## config.mk

```make
export PLATFORM = sky130hd
export DESIGN_NAME = stuffed_packet_deframer_core
export DESIGN_NICKNAME = d
export VERILOG_FILES = /design/src/hw/rtl/spd_pkg.sv /design/src/hw/rtl/stuffed_packet_deframer_core.sv /design/src/hw/rtl/spd_front.sv /design/src/hw/rtl/spd_queue.sv /design/src/hw/rtl/spd_back.sv
export SDC_FILE = /design/constraint.sdc
export NUM_CORES = 1
export LEC_CHECK = 0
export ABC_CLOCK_PERIOD_IN_PS = 4950
export BUFFER_PORTS_ARGS = -buffer_cell sky130_fd_sc_hd__buf_2
export CAP_MARGIN = 20
export CELL_PAD_IN_SITES_DETAIL_PLACEMENT = 1
export CELL_PAD_IN_SITES_GLOBAL_PLACEMENT = 2
export CORE_MARGIN = 3
export CORE_UTILIZATION = 43
export CTS_BUF_LIST = sky130_fd_sc_hd__clkbuf_2
export DETAILED_ROUTE_END_ITERATION = 6
export PLACE_DENSITY = 0.81
export SLEW_MARGIN = 20
export SYNTH_ARGS = -nofsm -noshare
export SYNTH_HDL_FRONTEND = slang
export SYNTH_SLANG_ARGS = --single-unit
```

## constraint.sdc

```tcl
create_clock -name clk -period 4.95 [get_ports clk]
set_clock_uncertainty 0.1 [all_clocks]
set_input_delay 0.2475 -clock clk [delete_from_list [all_inputs] [get_ports clk]]
set_output_delay 0.2475 -clock clk [all_outputs]
set_load 0.01 [all_outputs]
```

## src/hw/rtl/spd_pkg.sv

```systemverilog
// Shared types, codes and the CRC-16 byte update for the stuffed packet deframer.
// Used by spd_front, spd_queue, spd_back and the top level; depends on nothing.
`default_nettype none
package spd_pkg;

  localparam logic [1:0] KIND_INSTR  = 2'd0;
  localparam logic [1:0] KIND_PARAM  = 2'd1;
  localparam logic [1:0] KIND_STATUS = 2'd2;

  localparam logic [1:0] ST_GOOD     = 2'd0;
  localparam logic [1:0] ST_CRC_BAD  = 2'd1;
  localparam logic [1:0] ST_EMPTY    = 2'd2;
  localparam logic [1:0] ST_SHORT    = 2'd3;

  localparam logic [7:0]  BYTE_FF    = 8'hFF;
  localparam logic [7:0]  BYTE_FD    = 8'hFD;
  localparam logic [7:0]  BYTE_00    = 8'h00;
  localparam logic [15:0] CRC_POLY   = 16'h8005;
  localparam logic [15:0] CRC_MSB    = 16'h8000;
  localparam logic [23:0] HDR_PREFIX = 24'hFFFFFD;

  localparam int QDEPTH = 4;
  localparam int QPTR_W = $clog2(QDEPTH);
  localparam int QCNT_W = $clog2(QDEPTH + 1);

  typedef struct packed {
    logic [1:0]  kind;
    logic [7:0]  data_byte;
    logic [7:0]  frame_id;
    logic [15:0] param_index;
    logic [1:0]  status;
    logic        last;
  } spd_item_t;

  typedef struct packed {
    logic [1:0] cnt;
    spd_item_t  item0;
    spd_item_t  item1;
  } spd_push_t;

  function automatic logic [15:0] crc_byte(input logic [15:0] crc_in, input logic [7:0] b);
    logic [15:0] c;
    c = crc_in ^ {b, 8'h00};
    for (int k = 0; k < 8; k++) begin
      if ((c & CRC_MSB) != 16'h0000) begin
        c = {c[14:0], 1'b0} ^ CRC_POLY;
      end else begin
        c = {c[14:0], 1'b0};
      end
    end
    return c;
  endfunction

  localparam logic [15:0] CRC_HDR =
    crc_byte(crc_byte(crc_byte(crc_byte(16'h0000, BYTE_FF), BYTE_FF), BYTE_FD), BYTE_00);

endpackage
`default_nettype wire

```

## src/hw/rtl/stuffed_packet_deframer_core.sv

```systemverilog
// Top level of the stuffed packet deframer: front parser, result queue and output register.
// Depends on spd_pkg, spd_front, spd_queue and spd_back.
//
// The input channel (in_valid, in_ready, in_rx_byte) takes one received byte per request.
// The block hunts for the header FF FF FD 00, reads the id and length, destuffs the body
// and sends out the instruction byte, the parameter bytes and one end-of-frame status on
// the result channel (out_valid, out_ready and the out_ payload ports).
// A byte's results are written to a four-entry queue at the accepting edge and move on to
// the output register when it is empty or its result is taken. One byte is taken every
// cycle while in_ready is high, and one result leaves every cycle while out_ready is high
// and the queue is not empty. A byte that breaks a held FD gives two results; the extra
// one drains through the queue, and in_ready drops while the queue holds more than two.
// When the receiver holds out_ready low, the output register keeps its request, the
// queue fills and in_ready falls; nothing is lost or repeated.
// Reset clears the parser to hunting, empties the queue and drops out_valid; in_ready is
// low while rst_n is low.
`default_nettype none
module stuffed_packet_deframer_core
  import spd_pkg::*;
(
  input  wire logic        clk,
  input  wire logic        rst_n,
  input  wire logic        in_valid,
  output logic             in_ready,
  input  wire logic [7:0]  in_rx_byte,
  output logic             out_valid,
  input  wire logic        out_ready,
  output logic [1:0]       out_kind,
  output logic [7:0]       out_data_byte,
  output logic [7:0]       out_frame_id,
  output logic [15:0]      out_param_index,
  output logic [1:0]       out_status,
  output logic             out_last
);

  spd_push_t push;
  logic      space_ok;
  logic      q_valid;
  spd_item_t q_item;
  logic      pop;

  spd_front u_front (
    .clk        (clk),
    .rst_n      (rst_n),
    .in_valid   (in_valid),
    .in_ready   (in_ready),
    .in_rx_byte (in_rx_byte),
    .space_ok   (space_ok),
    .push       (push)
  );

  spd_queue u_queue (
    .clk      (clk),
    .rst_n    (rst_n),
    .push     (push),
    .space_ok (space_ok),
    .q_valid  (q_valid),
    .q_item   (q_item),
    .pop      (pop)
  );

  spd_back u_back (
    .clk             (clk),
    .rst_n           (rst_n),
    .q_valid         (q_valid),
    .q_item          (q_item),
    .pop             (pop),
    .out_valid       (out_valid),
    .out_ready       (out_ready),
    .out_kind        (out_kind),
    .out_data_byte   (out_data_byte),
    .out_frame_id    (out_frame_id),
    .out_param_index (out_param_index),
    .out_status      (out_status),
    .out_last        (out_last)
  );

endmodule
`default_nettype wire

```

## src/hw/rtl/spd_front.sv

```systemverilog
// Front part: accepts received bytes, hunts for the header, destuffs the body and checks the CRC.
// Produces zero, one or two result items per byte for spd_queue; depends on spd_pkg.
`default_nettype none
module spd_front
  import spd_pkg::*;
(
  input  wire logic       clk,
  input  wire logic       rst_n,
  input  wire logic       in_valid,
  output logic            in_ready,
  input  wire logic [7:0] in_rx_byte,
  input  wire logic       space_ok,
  output spd_push_t       push
);

  localparam logic [2:0] PH_HUNT   = 3'd0;
  localparam logic [2:0] PH_ID     = 3'd1;
  localparam logic [2:0] PH_LEN_LO = 3'd2;
  localparam logic [2:0] PH_LEN_HI = 3'd3;
  localparam logic [2:0] PH_BODY   = 3'd4;
  localparam logic [2:0] PH_CRC_LO = 3'd5;
  localparam logic [2:0] PH_CRC_HI = 3'd6;

  logic [2:0]  phase_r, phase_nxt;
  logic [23:0] window_r, window_nxt;
  logic [7:0]  id_r, id_nxt;
  logic [7:0]  len_lo_r, len_lo_nxt;
  logic [15:0] rem_r, rem_nxt;
  logic [15:0] crc_r, crc_nxt;
  logic [7:0]  crc_lo_r, crc_lo_nxt;
  logic [1:0]  ff_run_r, ff_run_nxt;
  logic        held_r, held_nxt;
  logic [15:0] boc_r, boc_nxt;

  logic        fire;
  logic [7:0]  b;
  logic [15:0] crc_upd;
  logic [15:0] len;
  logic [15:0] rem_dec;
  logic        is_last;
  logic [15:0] boc_inc1;
  logic [15:0] boc_inc2;
  logic [15:0] rx_crc;

  function automatic logic [15:0] sat_inc(input logic [15:0] v);
    return (v == 16'hFFFF) ? v : v + 16'd1;
  endfunction

  function automatic spd_item_t body_item(input logic [7:0] d, input logic [15:0] cnt,
                                          input logic [7:0] id);
    spd_item_t it;
    it = '0;
    it.data_byte = d;
    it.frame_id  = id;
    if (cnt == 16'd0) begin
      it.kind = KIND_INSTR;
    end else begin
      it.kind        = KIND_PARAM;
      it.param_index = cnt - 16'd1;
    end
    return it;
  endfunction

  function automatic spd_item_t status_item(input logic [1:0] st, input logic [7:0] id);
    spd_item_t it;
    it = '0;
    it.kind     = KIND_STATUS;
    it.frame_id = id;
    it.status   = st;
    it.last     = 1'b1;
    return it;
  endfunction

  assign in_ready = space_ok && rst_n;
  assign fire     = in_valid && in_ready;
  assign b        = in_rx_byte;
  assign crc_upd  = crc_byte(crc_r, b);
  assign len      = {b, len_lo_r};
  assign rem_dec  = (rem_r != 16'd0) ? rem_r - 16'd1 : 16'd0;
  assign is_last  = (rem_r <= 16'd1);
  assign boc_inc1 = sat_inc(boc_r);
  assign boc_inc2 = sat_inc(boc_inc1);
  assign rx_crc   = {b, crc_lo_r};

  always_comb begin
    phase_nxt  = phase_r;
    window_nxt = window_r;
    id_nxt     = id_r;
    len_lo_nxt = len_lo_r;
    rem_nxt    = rem_r;
    crc_nxt    = crc_r;
    crc_lo_nxt = crc_lo_r;
    ff_run_nxt = ff_run_r;
    held_nxt   = held_r;
    boc_nxt    = boc_r;
    push       = '0;
    if (fire) begin
      case (phase_r)
        PH_ID: begin
          id_nxt    = b;
          crc_nxt   = crc_upd;
          phase_nxt = PH_LEN_LO;
        end
        PH_LEN_LO: begin
          len_lo_nxt = b;
          crc_nxt    = crc_upd;
          phase_nxt  = PH_LEN_HI;
        end
        PH_LEN_HI: begin
          crc_nxt = crc_upd;
          if (len < 16'd2) begin
            push.cnt   = 2'd1;
            push.item0 = status_item(ST_SHORT, id_r);
            phase_nxt  = PH_HUNT;
            window_nxt = '0;
            ff_run_nxt = 2'd0;
            held_nxt   = 1'b0;
          end else begin
            rem_nxt   = len - 16'd2;
            phase_nxt = (len == 16'd2) ? PH_CRC_LO : PH_BODY;
          end
        end
        PH_BODY: begin
          crc_nxt = crc_upd;
          rem_nxt = rem_dec;
          if (held_r) begin
            held_nxt   = 1'b0;
            ff_run_nxt = 2'd0;
            push.item0 = body_item(BYTE_FD, boc_r, id_r);
            if (b != BYTE_FD) begin
              push.cnt   = 2'd2;
              push.item1 = body_item(b, boc_inc1, id_r);
              boc_nxt    = boc_inc2;
              ff_run_nxt = (b == BYTE_FF) ? 2'd1 : 2'd0;
            end else begin
              push.cnt = 2'd1;
              boc_nxt  = boc_inc1;
            end
          end else if (ff_run_r >= 2'd2 && b == BYTE_FD && !is_last) begin
            held_nxt   = 1'b1;
            ff_run_nxt = 2'd0;
          end else begin
            push.cnt   = 2'd1;
            push.item0 = body_item(b, boc_r, id_r);
            boc_nxt    = boc_inc1;
            if (b == BYTE_FF) begin
              ff_run_nxt = (ff_run_r >= 2'd2) ? 2'd2 : ff_run_r + 2'd1;
            end else begin
              ff_run_nxt = 2'd0;
            end
          end
          if (rem_dec == 16'd0) begin
            phase_nxt = PH_CRC_LO;
          end
        end
        PH_CRC_LO: begin
          crc_lo_nxt = b;
          phase_nxt  = PH_CRC_HI;
        end
        PH_CRC_HI: begin
          push.cnt = 2'd1;
          if (rx_crc != crc_r) begin
            push.item0 = status_item(ST_CRC_BAD, id_r);
          end else if (boc_r == 16'd0) begin
            push.item0 = status_item(ST_EMPTY, id_r);
          end else begin
            push.item0 = status_item(ST_GOOD, id_r);
          end
          phase_nxt  = PH_HUNT;
          window_nxt = '0;
          ff_run_nxt = 2'd0;
          held_nxt   = 1'b0;
        end
        default: begin
          if (window_r == HDR_PREFIX && b == BYTE_00) begin
            phase_nxt  = PH_ID;
            window_nxt = '0;
            crc_nxt    = CRC_HDR;
            ff_run_nxt = 2'd0;
            held_nxt   = 1'b0;
            boc_nxt    = 16'd0;
            rem_nxt    = 16'd0;
          end else begin
            phase_nxt  = PH_HUNT;
            window_nxt = {window_r[15:0], b};
          end
        end
      endcase
    end
  end

  always_ff @(posedge clk) begin
    if (!rst_n) begin
      phase_r  <= PH_HUNT;
      window_r <= '0;
      id_r     <= '0;
      len_lo_r <= '0;
      rem_r    <= '0;
      crc_r    <= '0;
      crc_lo_r <= '0;
      ff_run_r <= '0;
      held_r   <= 1'b0;
      boc_r    <= '0;
    end else begin
      phase_r  <= phase_nxt;
      window_r <= window_nxt;
      id_r     <= id_nxt;
      len_lo_r <= len_lo_nxt;
      rem_r    <= rem_nxt;
      crc_r    <= crc_nxt;
      crc_lo_r <= crc_lo_nxt;
      ff_run_r <= ff_run_nxt;
      held_r   <= held_nxt;
      boc_r    <= boc_nxt;
    end
  end

endmodule
`default_nettype wire

```

## src/hw/rtl/spd_queue.sv

```systemverilog
// Result queue between front and back: takes up to two items per cycle, gives one.
// Depends on spd_pkg.
`default_nettype none
module spd_queue
  import spd_pkg::*;
(
  input  wire logic      clk,
  input  wire logic      rst_n,
  input  wire spd_push_t push,
  output logic           space_ok,
  output logic           q_valid,
  output spd_item_t      q_item,
  input  wire logic      pop
);

  spd_item_t          mem_r [QDEPTH];
  logic [QPTR_W-1:0]  wr_ptr_r, wr_ptr_nxt;
  logic [QPTR_W-1:0]  rd_ptr_r, rd_ptr_nxt;
  logic [QCNT_W-1:0]  count_r, count_nxt;
  logic [QPTR_W-1:0]  wr_ptr_p1;

  assign space_ok  = (count_r <= QCNT_W'(QDEPTH - 2));
  assign q_valid   = (count_r != '0);
  assign q_item    = mem_r[rd_ptr_r];
  assign wr_ptr_p1 = wr_ptr_r + QPTR_W'(1);

  always_comb begin
    wr_ptr_nxt = wr_ptr_r + QPTR_W'(push.cnt);
    rd_ptr_nxt = pop ? rd_ptr_r + QPTR_W'(1) : rd_ptr_r;
    count_nxt  = count_r + QCNT_W'(push.cnt) - QCNT_W'(pop);
  end

  always_ff @(posedge clk) begin
    if (push.cnt != 2'd0) begin
      mem_r[wr_ptr_r] <= push.item0;
    end
    if (push.cnt == 2'd2) begin
      mem_r[wr_ptr_p1] <= push.item1;
    end
  end

  always_ff @(posedge clk) begin
    if (!rst_n) begin
      wr_ptr_r <= '0;
      rd_ptr_r <= '0;
      count_r  <= '0;
    end else begin
      wr_ptr_r <= wr_ptr_nxt;
      rd_ptr_r <= rd_ptr_nxt;
      count_r  <= count_nxt;
    end
  end

  a_count_bound: assert property (@(posedge clk) disable iff (!rst_n)
    count_r <= QCNT_W'(QDEPTH))
    else $error("Result queue count exceeds its depth.");

  a_no_pop_empty: assert property (@(posedge clk) disable iff (!rst_n)
    (count_r == '0) |-> !pop)
    else $error("Result queue popped while empty.");

  a_no_push_full: assert property (@(posedge clk) disable iff (!rst_n)
    (count_r > QCNT_W'(QDEPTH - 2)) |-> (push.cnt == 2'd0))
    else $error("Result queue written without room for two items.");

  a_ptr_track: assert property (@(posedge clk) disable iff (!rst_n)
    (wr_ptr_r - rd_ptr_r) == count_r[QPTR_W-1:0])
    else $error("Result queue pointers disagree with its count.");

endmodule
`default_nettype wire

```

## src/hw/rtl/spd_back.sv

```systemverilog
// Back part: output register that hands queued result items to the receiver.
// Depends on spd_pkg.
`default_nettype none
module spd_back
  import spd_pkg::*;
(
  input  wire logic        clk,
  input  wire logic        rst_n,
  input  wire logic        q_valid,
  input  wire spd_item_t   q_item,
  output logic             pop,
  output logic             out_valid,
  input  wire logic        out_ready,
  output logic [1:0]       out_kind,
  output logic [7:0]       out_data_byte,
  output logic [7:0]       out_frame_id,
  output logic [15:0]      out_param_index,
  output logic [1:0]       out_status,
  output logic             out_last
);

  logic      valid_r, valid_nxt;
  spd_item_t item_r;

  assign pop       = q_valid && (!valid_r || out_ready);
  assign valid_nxt = pop || (valid_r && !out_ready);

  always_ff @(posedge clk) begin
    if (!rst_n) begin
      valid_r <= 1'b0;
    end else begin
      valid_r <= valid_nxt;
    end
  end

  always_ff @(posedge clk) begin
    if (pop) begin
      item_r <= q_item;
    end
  end

  assign out_valid       = valid_r;
  assign out_kind        = item_r.kind;
  assign out_data_byte   = item_r.data_byte;
  assign out_frame_id    = item_r.frame_id;
  assign out_param_index = item_r.param_index;
  assign out_status      = item_r.status;
  assign out_last        = item_r.last;

endmodule
`default_nettype wire
```

Yosys cells after proc, flatten, opt, wreduce, memory -nomap -nowiden. Memory sizes are Yosys's and may differ from the RTL's. A register that Yosys moved wholly into a read port is not among the register bits. Cells that the tools add are included.

Output and inout port bits: 39. Memories kept: 1. Memory bits (writable): 148. Register bits after elaboration: 110. Input port bits: 12. Bits in latches: 0. ROM bits: 0.

Memory list: u_queue.mem_r (depth 4, width 37, read ports 1, clocked after Yosys merged registers in 1, write ports 2, RTL line spd_queue.sv:16) `spd_item_t mem_r [QDEPTH];`.

Magnitude comparators: 4. Divide/modulo/power cells: 0. Reductions and logical operators: 38. Multiply operators: 0. Shift operators: 0. Mux-type cells: 61. Add/sub/neg operators: 12. Bitwise operators: 14. Eq/ne operators: 19.

Operators with widths (number): two-way mux 16 bit (19); one-hot mux 39 bit (3 select lines) (1); two-way mux 38 bit (2); two-way mux 76 bit (1); two-way mux 37 bit (2); one-hot mux 24 bit (3 select lines) (1); one-hot mux 16 bit (2 select lines) (2); zero test 16 bit (3); two-way mux 24 bit (2); one-hot mux 16 bit (3 select lines) (1); subtractor 16 x 1 -> 16 bit, second input constant (3); two-way mux 39 bit (1); two-way mux 36 bit (1); adder 16 x 1 -> 16 bit, second input constant (2); == test 16 bit, second input constant (2); == test 24 bit, second input constant (1); NOT 3 bit (8); one-hot mux 3 bit (6 select lines) (1); == test 16 x 2 -> 1 bit, second input constant (1); == test 8 bit, second input constant (2); less-or-equal comparator 16 x 1 -> 1 bit, second input constant (1); < comparator 16 x 2 -> 1 bit, second input constant (1); two-way mux 2 bit (8); != test 16 bit (1); 36 further kinds (81).

Longest topological paths before layout.
Depth after elaboration: 18. Mapped depth: 14.

Cells and area by module. From an unflattened synthesis, not the netlist that was laid out.

Cells, all modules: 1424. Area, all modules: 16155.5 um^2.

By module, submodules not included: spd_queue (cells each 406, instances 1, sequential area each 4624.4 um^2, area each 7855.0 um^2); spd_front (cells each 977, instances 1, sequential area each 2042.0 um^2, area each 7141.8 um^2); spd_back (cells each 41, instances 1, sequential area each 1131.1 um^2, area each 1158.6 um^2).

Worst setup path before layout. OpenSTA, ideal clock, no wires.

Path type: reg2reg. From: reg u_queue.count_r[2]. To: reg u_queue.count_r[2]. Setup time: 128 ps. Path buffers: 0. Path slack: 1057 ps. Cell stages (with the launch flop): 10. Arrival: 3666 ps. Period minus slack after synthesis: 3893 ps. Cell sequence: dfxtp_1 > nor3_1 > a21oi_1 > ha_1 > inv_1 > ha_1 > inv_1 > fa_1 > xnor2_1 > nor2_1.

Elaborated cells on any way between the ends: 8. Those cells by class: add/sub: 2; order compare: 1; mux: 1; reduce/logical: 4.

RTL lines: from (decl) (RTL line spd_queue.sv:19) `logic [QCNT_W-1:0] count_r, count_nxt;`; from (signal assigned) (RTL line spd_queue.sv:50) `count_r <= count_nxt;`; nonzero test 3 bit (RTL line spd_queue.sv:23) `assign q_valid = (count_r != '0);`; logical AND 1 bit (RTL line spd_back.sv:25) `assign pop = q_valid && (!valid_r || out_ready);`; named net pop (RTL line stuffed_packet_deframer_core.sv:40) `logic pop;`; subtractor 3 x 1 -> 3 bit (RTL line spd_queue.sv:30) `count_nxt = count_r + QCNT_W'(push.cnt) - QCNT_W'(pop);`.

The timed path passes the listed nets, and every way through them passes these cells. A chain may end at the register's enable or synchronous reset.

==> run_results.csv <==
group,metric,value,unit
synthesis,ys_ff_latch,290,
drt,detail-route-antenna-nets,0,
pwr,leakage,0.005621,uW
place,portBuffers,50,
synthesis,synth_nets,1455,
drt,drt_iter0_markers,827,
floorplanning,die_h,192.5,um
sta,finalMaxSlewViolations,0,
finish,fillerInstances,3850,
floorplanning,core,33870,um^2
grt,grt_pass1_wl,69940,um
clocking,clockBufferDepth,3,
pwr,net-switching-power,1648,uW
place,gp_congestion,0.8918,
setup_path,cp_data_arrival_time,5.29,ns
setup_path,reg2reg_depth,13,
grt,grt_pass1_vias,12200,
clocking,clock_latency,0.97,ns
grt,antenna_found_initial,1,
pwr,pwr-share-clk,31.4,%
clocking,cts_made_buffers,79,
sta,worst_pin_slew,1.088,ns
min_path,min_from,"rst_n",
setup_path,cp_max_fo,16,
synthesis,dominantRegCellSynth,"edfxtp_1",
place,post-place-ws,0.3640,ns
synthesis,synth.distinct_cells,88,
setup_path,endpoint_kind,"register",
finish,design_area,16510,um^2
finish,multi_input_area,6910,um^2
setup_path,crit_path_start,"u_front.boc_r[1]",
sta,hold_violations,0,
setup_path,startpoint_type,"register",
setup_path,crit_cells,13,
sta,period_share,94.45,%
drt,num_vias,11760,
floorplanning,std_cell_rows,67,
sta,setup_viol,0,
drt,dr.pass1.iters,5,
synthesis,synth_warnings,0,
grt,grt_overflow,0,
setup_path,crit_required,5.57,ns
synthesis,async_reset_ff_share,0,%
pwr,p_seq_share,53.3,%
pwr,power_frac_comb,15.2,%
pwr,power_density,331.5,nW/um^2
setup_path,reg2reg_from,"u_front.boc_r[1]",
finish,seq_area,7490,um^2
setup_path,slowest_stage,"or4_4",
clocking,cts_max_level,3,
pwr,ir_worst_vdd,402.3,uV
drt,routedWlPerCell,21.87,um
min_path,min_path_type,"input pin to register",
clocking,cts_tree,"yes",
synthesis,netlist_area,14950,um^2
finish,drive_above_1_share,20.15,%
synthesis,syn_inst,1426,
synthesis,synth_edf_count,168,
sta,setup_tns,0,ns
floorplanning,num_io_pins,51,
floorplanning,initial_core_util,44.15,%
setup_path,crit_chain,"ha_1 > nand3_2 > nor3_1 > nand3_1 > nor2_1 > or2_2 > ha_1 > nand3_1 > or4b_4 > or4_4 > o21ai_4 > o21bai_1 > o21ai_1",
synthesis,avgSynthCellArea,10.49,um^2
setup_path,path_class,"register to register",
drt,vias_per_cell,5.803,
floorplanning,dieArea,37040,um^2
pwr,power.internal,3826,uW
grt,grt_max_degree,89,
place,placed_area,15640,um^2
drt,drc,0,
min_path,min_delay_path_depth,3,
finish,final_nets,1545,
sta,relSlewSlack,27.49,%
floorplanning,fp.dieW,192.5,um
place,dp_hpwl,30100,um
clocking,path_clk_slew,0.10,ns
sta,max_freq,213.9,MHz
setup_path,cp_top_family,"simple AND/OR/NAND/NOR gates",
outcome,outcome,"completed",
pwr,swShare,30.11,%
sta,layout_setup_ws,0.2749,ns
setup_path,crit_buf_inv,0,
grt,grt_use_total,24.40,%
drt,wirelength,44320,um
clocking,root_buffer,"clkbuf_2",
finish,area_growth,10.43,%
sta,min_period,4.675,ns
clocking,clock_sinks,290,
synthesis,synth_seq_area_share,50.08,%
setup_path,slowest_delay,0.63,ns
flow_run,max_cap_violations,0,
[cells in the final DEF (no fill, tap or decap), types with 20 or more instances in the layout]
| cell | Yosys | final |
|---|---|---|
| a21oi_1 | 70 | 69 |
| buf_2 | 9 | 50 |
| buf_4 | 10 | 36 |
| clkbuf_2 | 0 | 126 |
| dfxtp_1 | 122 | 120 |
| edfxtp_1 | 168 | 168 |
| inv_1 | 30 | 30 |
| mux2i_1 | 41 | 41 |
| mux4_2 | 36 | 36 |
| nand2_1 | 112 | 112 |
| nand3_1 | 60 | 60 |
| nand4_1 | 20 | 20 |
| nor2_1 | 168 | 168 |
| nor2b_1 | 37 | 37 |
| nor3_1 | 27 | 26 |
| o21ai_0 | 30 | 30 |
| o22ai_1 | 68 | 68 |
| xnor2_1 | 65 | 65 |
| xor2_1 | 27 | 27 |
[final timing paths]
kind                                to  slack (ns)
hold reg to reg   u_front.window_r[18]        0.36
hold / removal      u_queue.count_r[0]        0.12
setup reg to reg   u_queue.mem_r[1][3]        0.27
setup / recovery   u_queue.mem_r[1][3]        0.27
[cells by family (layout without fill, tap and decap cells)]
family	after synthesis	in the layout	synth area share, %
simple gates	546	546	18.82
fa+ha+maj	17	17	1.473
mux	79	79	8.318
compound gates	275	275	12.11
buf+inv	127	279	3.816
other cells	0	1	0
flops	290	290	50.08
xor+xnor	92	92	5.389
[state kept, by name (all words and copies together), names as in the netlist, 16 cells and up]
register / count
u_queue.mem_r: 144
u_front.window_r: 24
u_back.out_param_index: 16
u_front.boc_r: 16
u_front.crc_r: 16
u_front.rem_r: 16
[power groups by stage]
stage                     registers (uW)  logic (uW)  clock network, uW
after global routing                2950         918               1930
final                               2920         834               1720
after floorplan                     2990         494                  0
after global placement              2970         818                  0
after detailed placement            2980         842                  0
after CTS                           2930         852               1790
[metal layers]
metal,routed length (um),global-route usage (%),vias to the layer above
met3,2345,4.596,58
met5,0,0,-
met4,845,7.761,0
met2,21270,40.10,330
met1,19860,32.70,5894
li1,-,-,5481
[worst reg2reg max path: cells and delay by family, from the launching register on]
kind	cells	cell delay [ns]
DFF	1	0.58
adders and majority gates	2	0.53
AOI/OAI and AO/OA	3	0.77
and+or+nand+nor	8	2.46
[cell type report]
cell class,instances,area share (%)
Clock inverter,17,0.4395
Multi-Input combinational cell,1009,41.85
Inverter,33,0.7502
Sequential cell,290,45.36
Timing Repair Buffer,103,4.365
Clock buffer,126,3.819
Tap cell,448,3.395
Antenna cell,1,0.01516
[cells in the mapped netlist, types with 10 or more instances]
| master | count | area [um^2] |
|---|---|---|
| o21a_1 | 11 | 82.58 |
| clkbuf_1 | 59 | 221.5 |
| nor2_1 | 168 | 630.6 |
| buf_1 | 10 | 37.54 |
| and3_1 | 12 | 75.07 |
| mux2i_1 | 41 | 410.4 |
| o22ai_1 | 68 | 425.4 |
| edfxtp_1 | 168 | 5045 |
| xnor2_1 | 65 | 569.3 |
| nor4_1 | 16 | 100.1 |
| dfxtp_1 | 122 | 2442 |
| o21ai_0 | 30 | 150.1 |
| nand2b_1 | 10 | 62.56 |
| nor3_1 | 27 | 135.1 |
| nand2_1 | 112 | 420.4 |
| ha_1 | 16 | 200.2 |
| nand3_1 | 60 | 300.3 |
| a31oi_1 | 10 | 62.56 |
| mux4_2 | 36 | 810.8 |
| buf_4 | 10 | 75.07 |
| nor2b_1 | 37 | 231.5 |
| o21ai_1 | 11 | 55.05 |
| and2_1 | 14 | 87.58 |
| a22oi_1 | 13 | 97.59 |
| inv_1 | 30 | 112.6 |
| nand4_1 | 20 | 125.1 |
| or3_1 | 12 | 75.07 |
| a21oi_1 | 70 | 350.3 |
| xor2_1 | 27 | 236.5 |
[stage by stage]
step / utilization, % / std cells / total power (uW) / hold slack (ns)
2_1_floorplan: - / 1426 / 3481 / 0.3270
3_5_place_dp: 46.17 / 1867 / 3827 / 0.3473
5_1_grt: 48.75 / 2027 / 5794 / 0.05541
3_3_place_gp: 46.17 / 1867 / 3790 / 0.3394
4_1_cts: 48.66 / 2024 / 5575 / 0.02334
6_report: 48.75 / 2027 / 5474 / 0.1207
[repair_timing]
action,CTS,global route
hold buffers,14,0
resized for setup,0,0
endpoints found under the hold margin,150,0
setup buffers,0,2
endpoints found under the setup margin,0,1
Power figures use the tool's default switching activity.
